--- config.mk ---
export PLATFORM = sky130hd
export DESIGN_NAME = cd_cell
export DESIGN_NICKNAME = d
export VERILOG_FILES = /design/src/rtl/circular_deque_core_macros.svh /design/src/rtl/cd_pkg.sv /design/src/rtl/cd_cell.sv
export SDC_FILE = /design/constraint.sdc
export NUM_CORES = 1
export LEC_CHECK = 0
export ABC_AREA = 1
export BUFFER_PORTS_ARGS = -buffer_cell sky130_fd_sc_hd__buf_2
export CAP_MARGIN = 5
export CELL_PAD_IN_SITES_DETAIL_PLACEMENT = 0
export CELL_PAD_IN_SITES_GLOBAL_PLACEMENT = 1
export CORE_ASPECT_RATIO = 1.25
export CORE_MARGIN = 2
export CORE_UTILIZATION = 28
export DETAILED_ROUTE_END_ITERATION = 12
export PLACE_DENSITY_LB_ADDON = 0.1
export SLEW_MARGIN = 20
export SYNTH_ARGS = -nofsm -noshare
export SYNTH_HDL_FRONTEND = slang
export SYNTH_SLANG_ARGS = --single-unit
--- constraint.sdc ---
create_clock -name clk -period 2.9 [get_ports clk]
set_input_delay 0.29 -clock clk [delete_from_list [all_inputs] [get_ports clk]]
set_output_delay 0.29 -clock clk [all_outputs]
set_load 0.02 [all_outputs]
--- src/rtl/circular_deque_core_macros.svh ---
// Assertion helpers used by the deque core RTL.
// Each macro expects clk and rst_n in scope.
`ifndef CIRCULAR_DEQUE_CORE_MACROS_SVH
`define CIRCULAR_DEQUE_CORE_MACROS_SVH

// Same-cycle implication, off during reset.
`define CD_ASSERT_NOW(lbl, ante, cons, msg) \
    lbl: assert property (@(posedge clk) disable iff (!rst_n) (ante) |-> (cons)) \
        else $error(msg);

// Next-cycle implication, off during reset.
`define CD_ASSERT_NEXT(lbl, ante, cons, msg) \
    lbl: assert property (@(posedge clk) disable iff (!rst_n) (ante) |=> (cons)) \
        else $error(msg);

`endif

--- src/rtl/cd_pkg.sv ---
`timescale 1ns / 1ps
`default_nettype none

package cd_pkg;

    localparam int WORD_W    = 32;
    localparam int CMD_W     = 3;
    localparam int OUTCOME_W = 2;
    localparam int ENTRY_W   = 5;

    // Reads as -1 on the signed result fields
    localparam logic [WORD_W-1:0] NOT_A_VALUE = '1;

    typedef enum logic [CMD_W-1:0] {
        CMD_PUSH_FRONT = 3'd0,
        CMD_PUSH_BACK  = 3'd1,
        CMD_POP_FRONT  = 3'd2,
        CMD_POP_BACK   = 3'd3,
        CMD_STATUS     = 3'd4
    } command_t;

    typedef enum logic [OUTCOME_W-1:0] {
        OUTCOME_DONE  = 2'd0,
        OUTCOME_FULL  = 2'd1,
        OUTCOME_EMPTY = 2'd2
    } outcome_t;

    // What each cell of the row does on a given cycle
    typedef enum logic [1:0] {
        CELL_HOLD,
        CELL_SHIFT_UP,
        CELL_SHIFT_DOWN,
        CELL_WRITE_TAIL
    } cell_op_t;

    typedef struct packed {
        cell_op_t            op;
        logic [WORD_W-1:0]   value;
    } cell_ctl_t;

endpackage

`default_nettype wire

--- src/rtl/cd_cell.sv ---
`timescale 1ns / 1ps
`default_nettype none

module cd_cell
    import cd_pkg::*;
#(
    parameter int CNT_W = 5,
    parameter int INDEX = 0
)
(
    input  wire logic              clk,
    input  wire cell_ctl_t         ctl,
    input  wire logic [CNT_W-1:0]  count,
    input  wire logic [WORD_W-1:0] left_data,
    input  wire logic [WORD_W-1:0] right_data,
    output logic [WORD_W-1:0]      data,
    output logic                   is_back,
    output logic                   is_next
);

    localparam logic [CNT_W-1:0] POS      = CNT_W'(INDEX);
    localparam logic [CNT_W-1:0] POS_PLUS = CNT_W'(INDEX + 1);

    logic [WORD_W-1:0] data_reg;
    logic [WORD_W-1:0] data_next;

    // Position flags against the held count
    assign is_back = (count == POS_PLUS);
    assign is_next = (count == POS);
    assign data    = data_reg;

    // Take from a neighbor, take the pushed word, or hold
    always_comb
    begin
        data_next = data_reg;
        unique case (ctl.op)
            CELL_SHIFT_UP:   data_next = left_data;
            CELL_SHIFT_DOWN: data_next = right_data;
            CELL_WRITE_TAIL:
            begin
                if (is_next)
                begin
                    data_next = ctl.value;
                end
            end
            default:         data_next = data_reg;
        endcase
    end

    always_ff @(posedge clk)
    begin
        data_reg <= data_next;
    end

endmodule

`default_nettype wire

==> flow_summary.ini, run 1 <==
[status]
status = completed

[timing]
setup_viol = 0
grt_setup_unrepaired = no
fmax_mhz = 632
tightest_slew_ps = 629
hold_viol = 0
post-route-period-util_pct = 54.5
slew_headroom_pct = 58.1
slew_violations = 0
fin_tns_setup_ps = 0
fin_crit_ps = 1580

[synthesis]
synthesis.nets = 291
yosysUniqueCellTypes = 14
ys_ff_latch = 32
synth_top_cell_area_share_pct = 57.6
synthCells = 185
synth_top_cell_by_area = edfxtp_1
ys_warn_count = 0
netlist_area_mm2 = 0.00167
avgSynthCellArea_um2 = 9.02
synth-seq-area-share_pct = 57.6
synth_area_leaders = edfxtp_1, nand2_1, nand3_1, buf_8, buf_2

[clocking]
hold_buffers = 0
cts_buffers = 5
cts_tree = yes
cts_root_buf = clkbuf_8
cts_sinks = 32
post_cts.repair.setup_buffers = 0
htreeDepth = 2
cts.path.max_buffers = 2
post_cts_resized = 0
clk_pin_slew_worst_paths_ps = 60

[global_routing]
antenna_found_initial = 0
grt_pass1_wl_um = 7730
grt_pass1_vias = 1662
grt_util_all_layers_pct = 15.5
grt.overflow.total = 0
grt_start_max_net_pins = 33

[floorplan]
rows = 31
die_area_mm2 = 0.00660
core_area_mm2 = 0.00578
start_util_pct = 28.9
die_w_um = 73.1
io_pins = 138
die_h_um = 90.3

[power]
leakage_uw = 0.00124
peakVddDrop_v = 0.000201
power_density_mw_per_mm2 = 509

[critical_path]
cpMaxStageDelayCell = nand2_1
crit_required_ps = 2880
path_class = in2reg
critical_path_arrival_ps = 1560
slowest_delay_ps = 340
worstPathMaxFanout = 24
cp-start-kind = input port
cp-end-kind = flip-flop
crit_chain = buf_2, ha_1, buf_4, nand4_1, nand2_1, buf_12

[route]
drtPass1Iterations = 4
num_vias = 1689
ant_nets = 0
wl_per_cell_um = 12.9
initialDrtViolationCount = 57
wl_um = 5010
avgViaCountPerCell = 4.34
drc_errors = 0

[cells_and_area]
fin_nets = 428
synthToLayoutAreaGrowth_pct = 47.8
largest_reg_flops = 32
most-common-layout-cells = buf_2, nand2_1, nand3_1, edfxtp_1, clkbuf_8
drive_gt1_share_pct = 45.8
fin_util_pct = 42.7
final_cells = 389
antenna_cells = 0
layout_commonest_cell = buf_2
nFillCells = 604

[flow_run]
maxCapViolCount = 0

[placement]
dp_hpwl_um = 3820
place_congestion = 0.719
io_buffers = 137
place_inst = 381

[worst_hold_path]
hold_path_class = in2reg
-- worst paths after layout --
| path | start | to | cells after the start |
|---|---|---|---|
| worst max-delay path | ctl[32] | data[28] | 6 |
| worst min-delay path | left_data[4] | data[4] | 3 |
-- cell families after synthesis --
family / Yosys count / share of synthesized area (%)
adder cells (fa/ha/maj): 2 / 1.50
flip-flops: 32 / 57.6
buffers and inverters: 15 / 6.52
AND/OR/NAND/NOR: 136 / 34.4
-- power by group --
part | switching (µW) | leakage, µW | internal, µW
Combinational | 205 | 0.000897 | 129
Sequential | 15.7 | 0.000304 | 593
Clock | 146 | 0.0000399 | 167
-- through the flow --
| step | hold slack, ps | cell area (µm²) | setup slack (ps) | total power (µW) |
|---|---|---|---|---|
| global route | 286 | 2470 | 1200 | 1330 |
| CTS | 279 | 2470 | 1270 | 1280 |
| detailed placement | 574 | 2390 | 993 | 961 |
| floorplan | 480 | 1670 | 894 | 808 |
| global placement | 570 | 2390 | 1040 | 958 |
| finish | 291 | 2470 | 1320 | 1260 |
-- worst max-delay path, delay by kind of cell --
kind | cells | cell delay (ps)
and+or+nand+nor | 2 | 470
adders and majority gates | 1 | 170
buffers and inverters | 3 | 610
-- layout make-up --
type	count	area, µm²	share of cell area, %
well taps	66	82.6	3.35
clock inverters	1	3.75	0.152
multi-input cells	138	599	24.3
inverters	4	15.0	0.609
flip-flops and latches	32	961	39.0
clock buffers	7	76.3	3.09
repair buffers	141	728	29.5
-- layer usage --
metal	global-route usage, %	vias up	share of wire, %
met4	4.63	0	0.58
met5	0	-	0
met2	27.9	81	52
met3	6.25	2	10
met1	15.8	722	37
li1	-	884	-
-- synthesized netlist by cell type --
library cell / n
nor3_1: 2
nor2_1: 2
or2_2: 1
nand4_1: 1
buf_8: 3
edfxtp_1: 32
nand3_1: 32
ha_1: 2
nor2_8: 1
buf_6: 1
buf_4: 1
inv_1: 4
nand2_1: 97
buf_2: 6
(Power assumes the default switching activity.)
==> run 2, diff against run 1 <==
--- a/config.mk
+++ b/config.mk
@@ -5,14 +5,14 @@
 export SDC_FILE = /design/constraint.sdc
 export NUM_CORES = 1
 export LEC_CHECK = 0
-export ABC_AREA = 1
+export ABC_AREA = 0
 export BUFFER_PORTS_ARGS = -buffer_cell sky130_fd_sc_hd__buf_2
 export CAP_MARGIN = 5
 export CELL_PAD_IN_SITES_DETAIL_PLACEMENT = 0
 export CELL_PAD_IN_SITES_GLOBAL_PLACEMENT = 1
 export CORE_ASPECT_RATIO = 1.25
 export CORE_MARGIN = 2
-export CORE_UTILIZATION = 28
+export CORE_UTILIZATION = 25
 export DETAILED_ROUTE_END_ITERATION = 12
 export PLACE_DENSITY_LB_ADDON = 0.1
 export SLEW_MARGIN = 20
==> constraint.sdc (replaced) <==
create_clock -name clk -period 1.42 [get_ports clk]
set_input_delay 0.142 -clock clk [delete_from_list [all_inputs] [get_ports clk]]
set_output_delay 0.142 -clock clk [all_outputs]
set_load 0.02 [all_outputs]
==> run 2 against run 1 <==
Against the previous run:
- global-route usage down 1.6 points
- wire length down 1.9%
- power up 110%
- clock power up 110%
- worst hold slack worse by 160 ps
- cell count down 12%
- sequential cell count unchanged
- sequential share of layout area down 0.83 points
- die area up 9.3%
- largest power group unchanged
==> flow_summary.ini, run 2 <==
[placement]
io_buffers = 137
dpl_cell_area_mm2 = 0.00244
dp_hpwl_um = 3740
place_congestion = 0.648

[floorplan]
die_area_mm2 = 0.00721
rows = 32
start_util_pct = 26.2
io_pins = 138
core_area_mm2 = 0.00625
die_h_um = 94.5
die_w_um = 76.4

[timing]
slew_violations = 0
tightest_slew_ps = 731
hold_viol = 0
grt_setup_unrepaired = no
setup_viol = 0
fin_crit_ps = 1320
finalHoldWorstSlack_ps = 134
post-route-period-util_pct = 93.2
slew_headroom_pct = 51.2
fmax_mhz = 756

[clocking]
cts_tree = yes
cts.path.max_buffers = 2
post_cts.repair.setup_buffers = 0
cts_root_buf = clkbuf_8
post_cts_resized = 0
htreeDepth = 2
cts_buffers = 5
hold_buffers = 0
clk_pin_slew_worst_paths_ps = 70
cts_sinks = 32

[global_routing]
grt.overflow.total = 0
grt_start_max_net_pins = 33
grt_util_all_layers_pct = 13.8
grt_pass1_wl_um = 7730
antenna_found_initial = 0
grt_pass1_vias = 1559

[synthesis]
synth_top_flop_cell = edfxtp_1
avgSynthCellArea_um2 = 14.0
netlist_area_mm2 = 0.00164
synth_top_cell_area_share_pct = 58.7
synth_edf_count = 32
synth_area_leaders = edfxtp_1, a22o_1, a21o_1, buf_2, buf_6
synthesis.nets = 223
synth_common_cells = a21o_1, a22o_1, edfxtp_1, buf_2, buf_6
ys_warn_count = 0
yosysUniqueCellTypes = 12
synth-seq-area-share_pct = 58.7
ys_ff_latch = 32
synthCells = 117
synth_top_cell_by_area = edfxtp_1
synth-async-reset-ratio_pct = 0

[cells_and_area]
multi_input_comb_area_um2 = 602
fin_nets = 363
nFillCells = 659
layout_commonest_cell = buf_2
most-common-layout-cells = buf_2, a22o_1, a21o_1, edfxtp_1
drive_gt1_share_pct = 58.9
antenna_cells = 0
largest_reg_flops = 32
fin_util_pct = 40.3
finalInstanceArea_mm2 = 0.00252
seq_area_um2 = 961
synthToLayoutAreaGrowth_pct = 54.0

[critical_path]
worstPathMaxFanout = 2
crit_required_ps = 1280
critical_path_arrival_ps = 1180
cp-end-kind = output port
cp-start-kind = input port
path_class = in2out

[route]
ant_nets = 0
initialDrtViolationCount = 42
drc_errors = 0
wl_um = 4910
num_vias = 1513
wl_per_cell_um = 14.3
drtPass1Iterations = 4
avgViaCountPerCell = 4.41

[flow_run]
maxCapViolCount = 0

[worst_hold_path]
min_to = data[13]
hp-start = left_data[13]
hold_path_class = in2reg
holdPathStages = 2

[power]
peakVddDrop_v = 0.000578
power_density_mw_per_mm2 = 1040
leakage_uw = 0.00133

[status]
status = completed
-- run 2: routing by layer --
metal / up-vias / GRT usage, % / routed length (µm)
met5: - / 0 / 0
met4: 0 / 4.70 / 48
met3: 4 / 5.26 / 434
met2: 78 / 24.0 / 2530
met1: 680 / 15.7 / 1900
li1: 751 / - / -
-- run 2: worst max-delay path by stage --
stage                   from  endpoint  slack, ps  cells after the start
CTS                 count[4]   is_next         90                      5
detailed placement   ctl[32]  data[15]        -90                      5
global route        count[4]   is_next         50                      5
floorplan           count[4]   data[0]       -240                      2
finish              count[4]   is_back        100                      5
global placement     ctl[32]  data[23]        -70                      5
-- run 2: critical path, stage by stage --
cell    delay (ps)
buf_2          100
or4_4          550
buf_4          160
nor2_1          70
buf_2          160
-- run 2: through the flow --
step                total power, µW  setup slack [ps]  instances  TNS, ps
finish                         2620              96.7        343        0
global route                   2770              46.3        343        0
global placement               2000             -69.8        335    -3880
detailed placement             2010             -86.4        335    -4340
CTS                            2670              89.5        343        0
floorplan                      1670              -243        117    -7780
-- run 2: report_power, final --
group	total (µW)	switching [µW]	internal [µW]	leakage (µW)
Clock	644	303	341	0.0000399
Sequential	1240	29.3	1210	0.000304
Combinational	733	409	324	0.000985
Total	2620	742	1880	0.00133
-- run 2: logic make-up (layout without fill, tap and decap cells) --
family,after synthesis,count (layout),share of synthesized area [%]
DFF,32,32,58.7
buffers and inverters,13,154,4.97
and+or+nand+nor,5,5,2.22
adders and majority gates,2,2,1.53
AOI/OAI and AO/OA,65,65,32.6
-- run 2: area by class of cell --
class,instances,area share [%]
sequential,32,38.1
inverter,2,0.298
clock buffer,7,3.03
clock inverter,1,0.149
tap,85,4.22
timing repair buffer,144,30.3
multi-input combinational,72,23.9
==> run 3, diff against run 2 <==
==> constraint.sdc (replaced) <==
create_clock -name clk -period 1.42 [get_ports clk]
set_input_delay 0.355 -clock clk [delete_from_list [all_inputs] [get_ports clk]]
set_output_delay 0.355 -clock clk [all_outputs]
set_load 0.02 [all_outputs]
==> run 3 against run 2 <==
Against the previous run:
- the run now ends with setup timing left
- die area stayed put
- via count is 2.1% higher
- worst setup slack worse by 270 ps
- wire length is 0.26% lower
- worst hold slack better by 210 ps
- power is 0.40% higher
- count of clock-buffer cells in the layout is 1 lower
- first-iteration DRC count is 29% lower
- sequential cell count stayed put
- critical path type unchanged
- critical endpoint is now is_next
- highest routed layer unchanged
==> flow_summary.ini, run 3 (synthesis results as in run 2) <==
[cells_and_area]
layout_commonest_cell = buf_2
most-common-layout-cells = buf_2, a22o_1, a21o_1, edfxtp_1
synthToLayoutAreaGrowth_pct = 56.3
fin_nets = 363
antenna_cells = 0
largest_reg_flops = 32
finalInstanceArea_mm2 = 0.00256
nFillCells = 629
drive_gt1_share_pct = 61.1
final_cells = 342

[timing]
post-route-period-util_pct = 112
fmax_mhz = 627
hold_viol = 0
fin_crit_ps = 1590
grt_setup_unrepaired = yes
slew_headroom_pct = 72.1
finalHoldWorstSlack_ps = 343
fin_tns_setup_ps = -4730
fin_ws_ps = -175
tightest_slew_ps = 417
slew_violations = 0
setup_viol = 34

[placement]
place_congestion = 0.655
dp_hpwl_um = 3590
post-place-ws_ps = -352
io_buffers = 137
place_inst = 333
dpl_cell_area_mm2 = 0.00241

[critical_path]
cp-start-kind = input port
worstPathMaxFanout = 3
path_class = in2out
critical_path_arrival_ps = 1240
cp-end-kind = output port
crit_required_ps = 1070

[route]
wl_per_cell_um = 14.3
avgViaCountPerCell = 4.52
wl_um = 4900
drc_errors = 0
ant_nets = 0
initialDrtViolationCount = 30
num_vias = 1545
drtPass1Iterations = 4

[floorplan]
die_h_um = 94.5
rows = 32
start_util_pct = 26.2
core_area_mm2 = 0.00625
io_pins = 138
die_w_um = 76.4
die_area_mm2 = 0.00721

[power]
peakVddDrop_v = 0.000345
leakage_uw = 0.00133
power_density_mw_per_mm2 = 1030

[clocking]
cts_tree = yes
cts.path.max_buffers = 2
cts_root_buf = clkbuf_8
clk_pin_slew_worst_paths_ps = 70
cts_buffers = 5
cts_sinks = 32
htreeDepth = 2

[global_routing]
grt_pass1_vias = 1599
antenna_found_initial = 0
grt_pass1_wl_um = 7690
grt.overflow.total = 0
grt_util_all_layers_pct = 13.6
grt_start_max_net_pins = 33

[status]
violations = setup timing
status = finished with violations

[worst_hold_path]
hold_path_class = in2reg

[flow_run]
maxCapViolCount = 0
==> run 3: changes by cell type in the layout (fill, tap and decap cells not counted), sizes merged <==
| cell | previous run | this run |
|---|---|---|
| buf | 144 | 143 |
| clkbuf | 7 | 6 |
| nor2 | 3 | 4 |
==> run 3: area by class of cell <==
cell class	instances	area (µm²)	share of cell area, %
clock buffers	6	72.6	2.84
clock inverters	1	5.00	0.196
inverters	2	7.51	0.294
multi-input cells	73	633	24.8
flip-flops and latches	32	961	37.6
well taps	85	106	4.16
repair buffers	143	772	30.2
==> run 3: power by group <==
group | total, µW | internal (µW) | switching, µW
Sequential | 1240 | 1210 | 30.4
Combinational | 741 | 327 | 415
Clock | 645 | 333 | 312
Total | 2630 | 1870 | 757
==> run 3: worst max-delay path, cell delays in order <==
cell and delay [ps]:
buf_6 90, or4_4 570, nor2_4 110, buf_6 120
==> run 3: path summary, 6_finish.rpt <==
check / startpoint / to / slack (ps) / cells past startpoint
max: count[4] / is_next / -170 / 4
min: left_data[13] / data[13] / 340 / 2
==> run 3: stage by stage <==
| stage | utilization [%] | power (µW) |
|---|---|---|
| after global placement | 38.6 | 1990 |
| after global routing | 40.9 | 2760 |
| final | 40.9 | 2630 |
| after detailed placement | 38.6 | 2000 |
| after floorplan | - | 1680 |
| after CTS | 40.3 | 2670 |
==> run 3: timing repair <==
action / CTS / global route
resized for setup: 4 / 10
hold buffers: 0 / 0
cloned: 1 / 0
buffers inserted: 1 / 0
setup endpoints to repair: 45 / 63
pin swaps: 3 / 2
==> run 3: routing by layer <==
metal  global-route usage (%)  routed length (µm)  part of all wire (%)  vias up
met4                     4.55                  61                   1.2        0
met3                     3.73                 420                   8.6        8
met1                     14.9                1940                    40      695
li1                         -                   -                     -      752
met5                        0                   0                     0        -
met2                     25.6                2470                    50       90
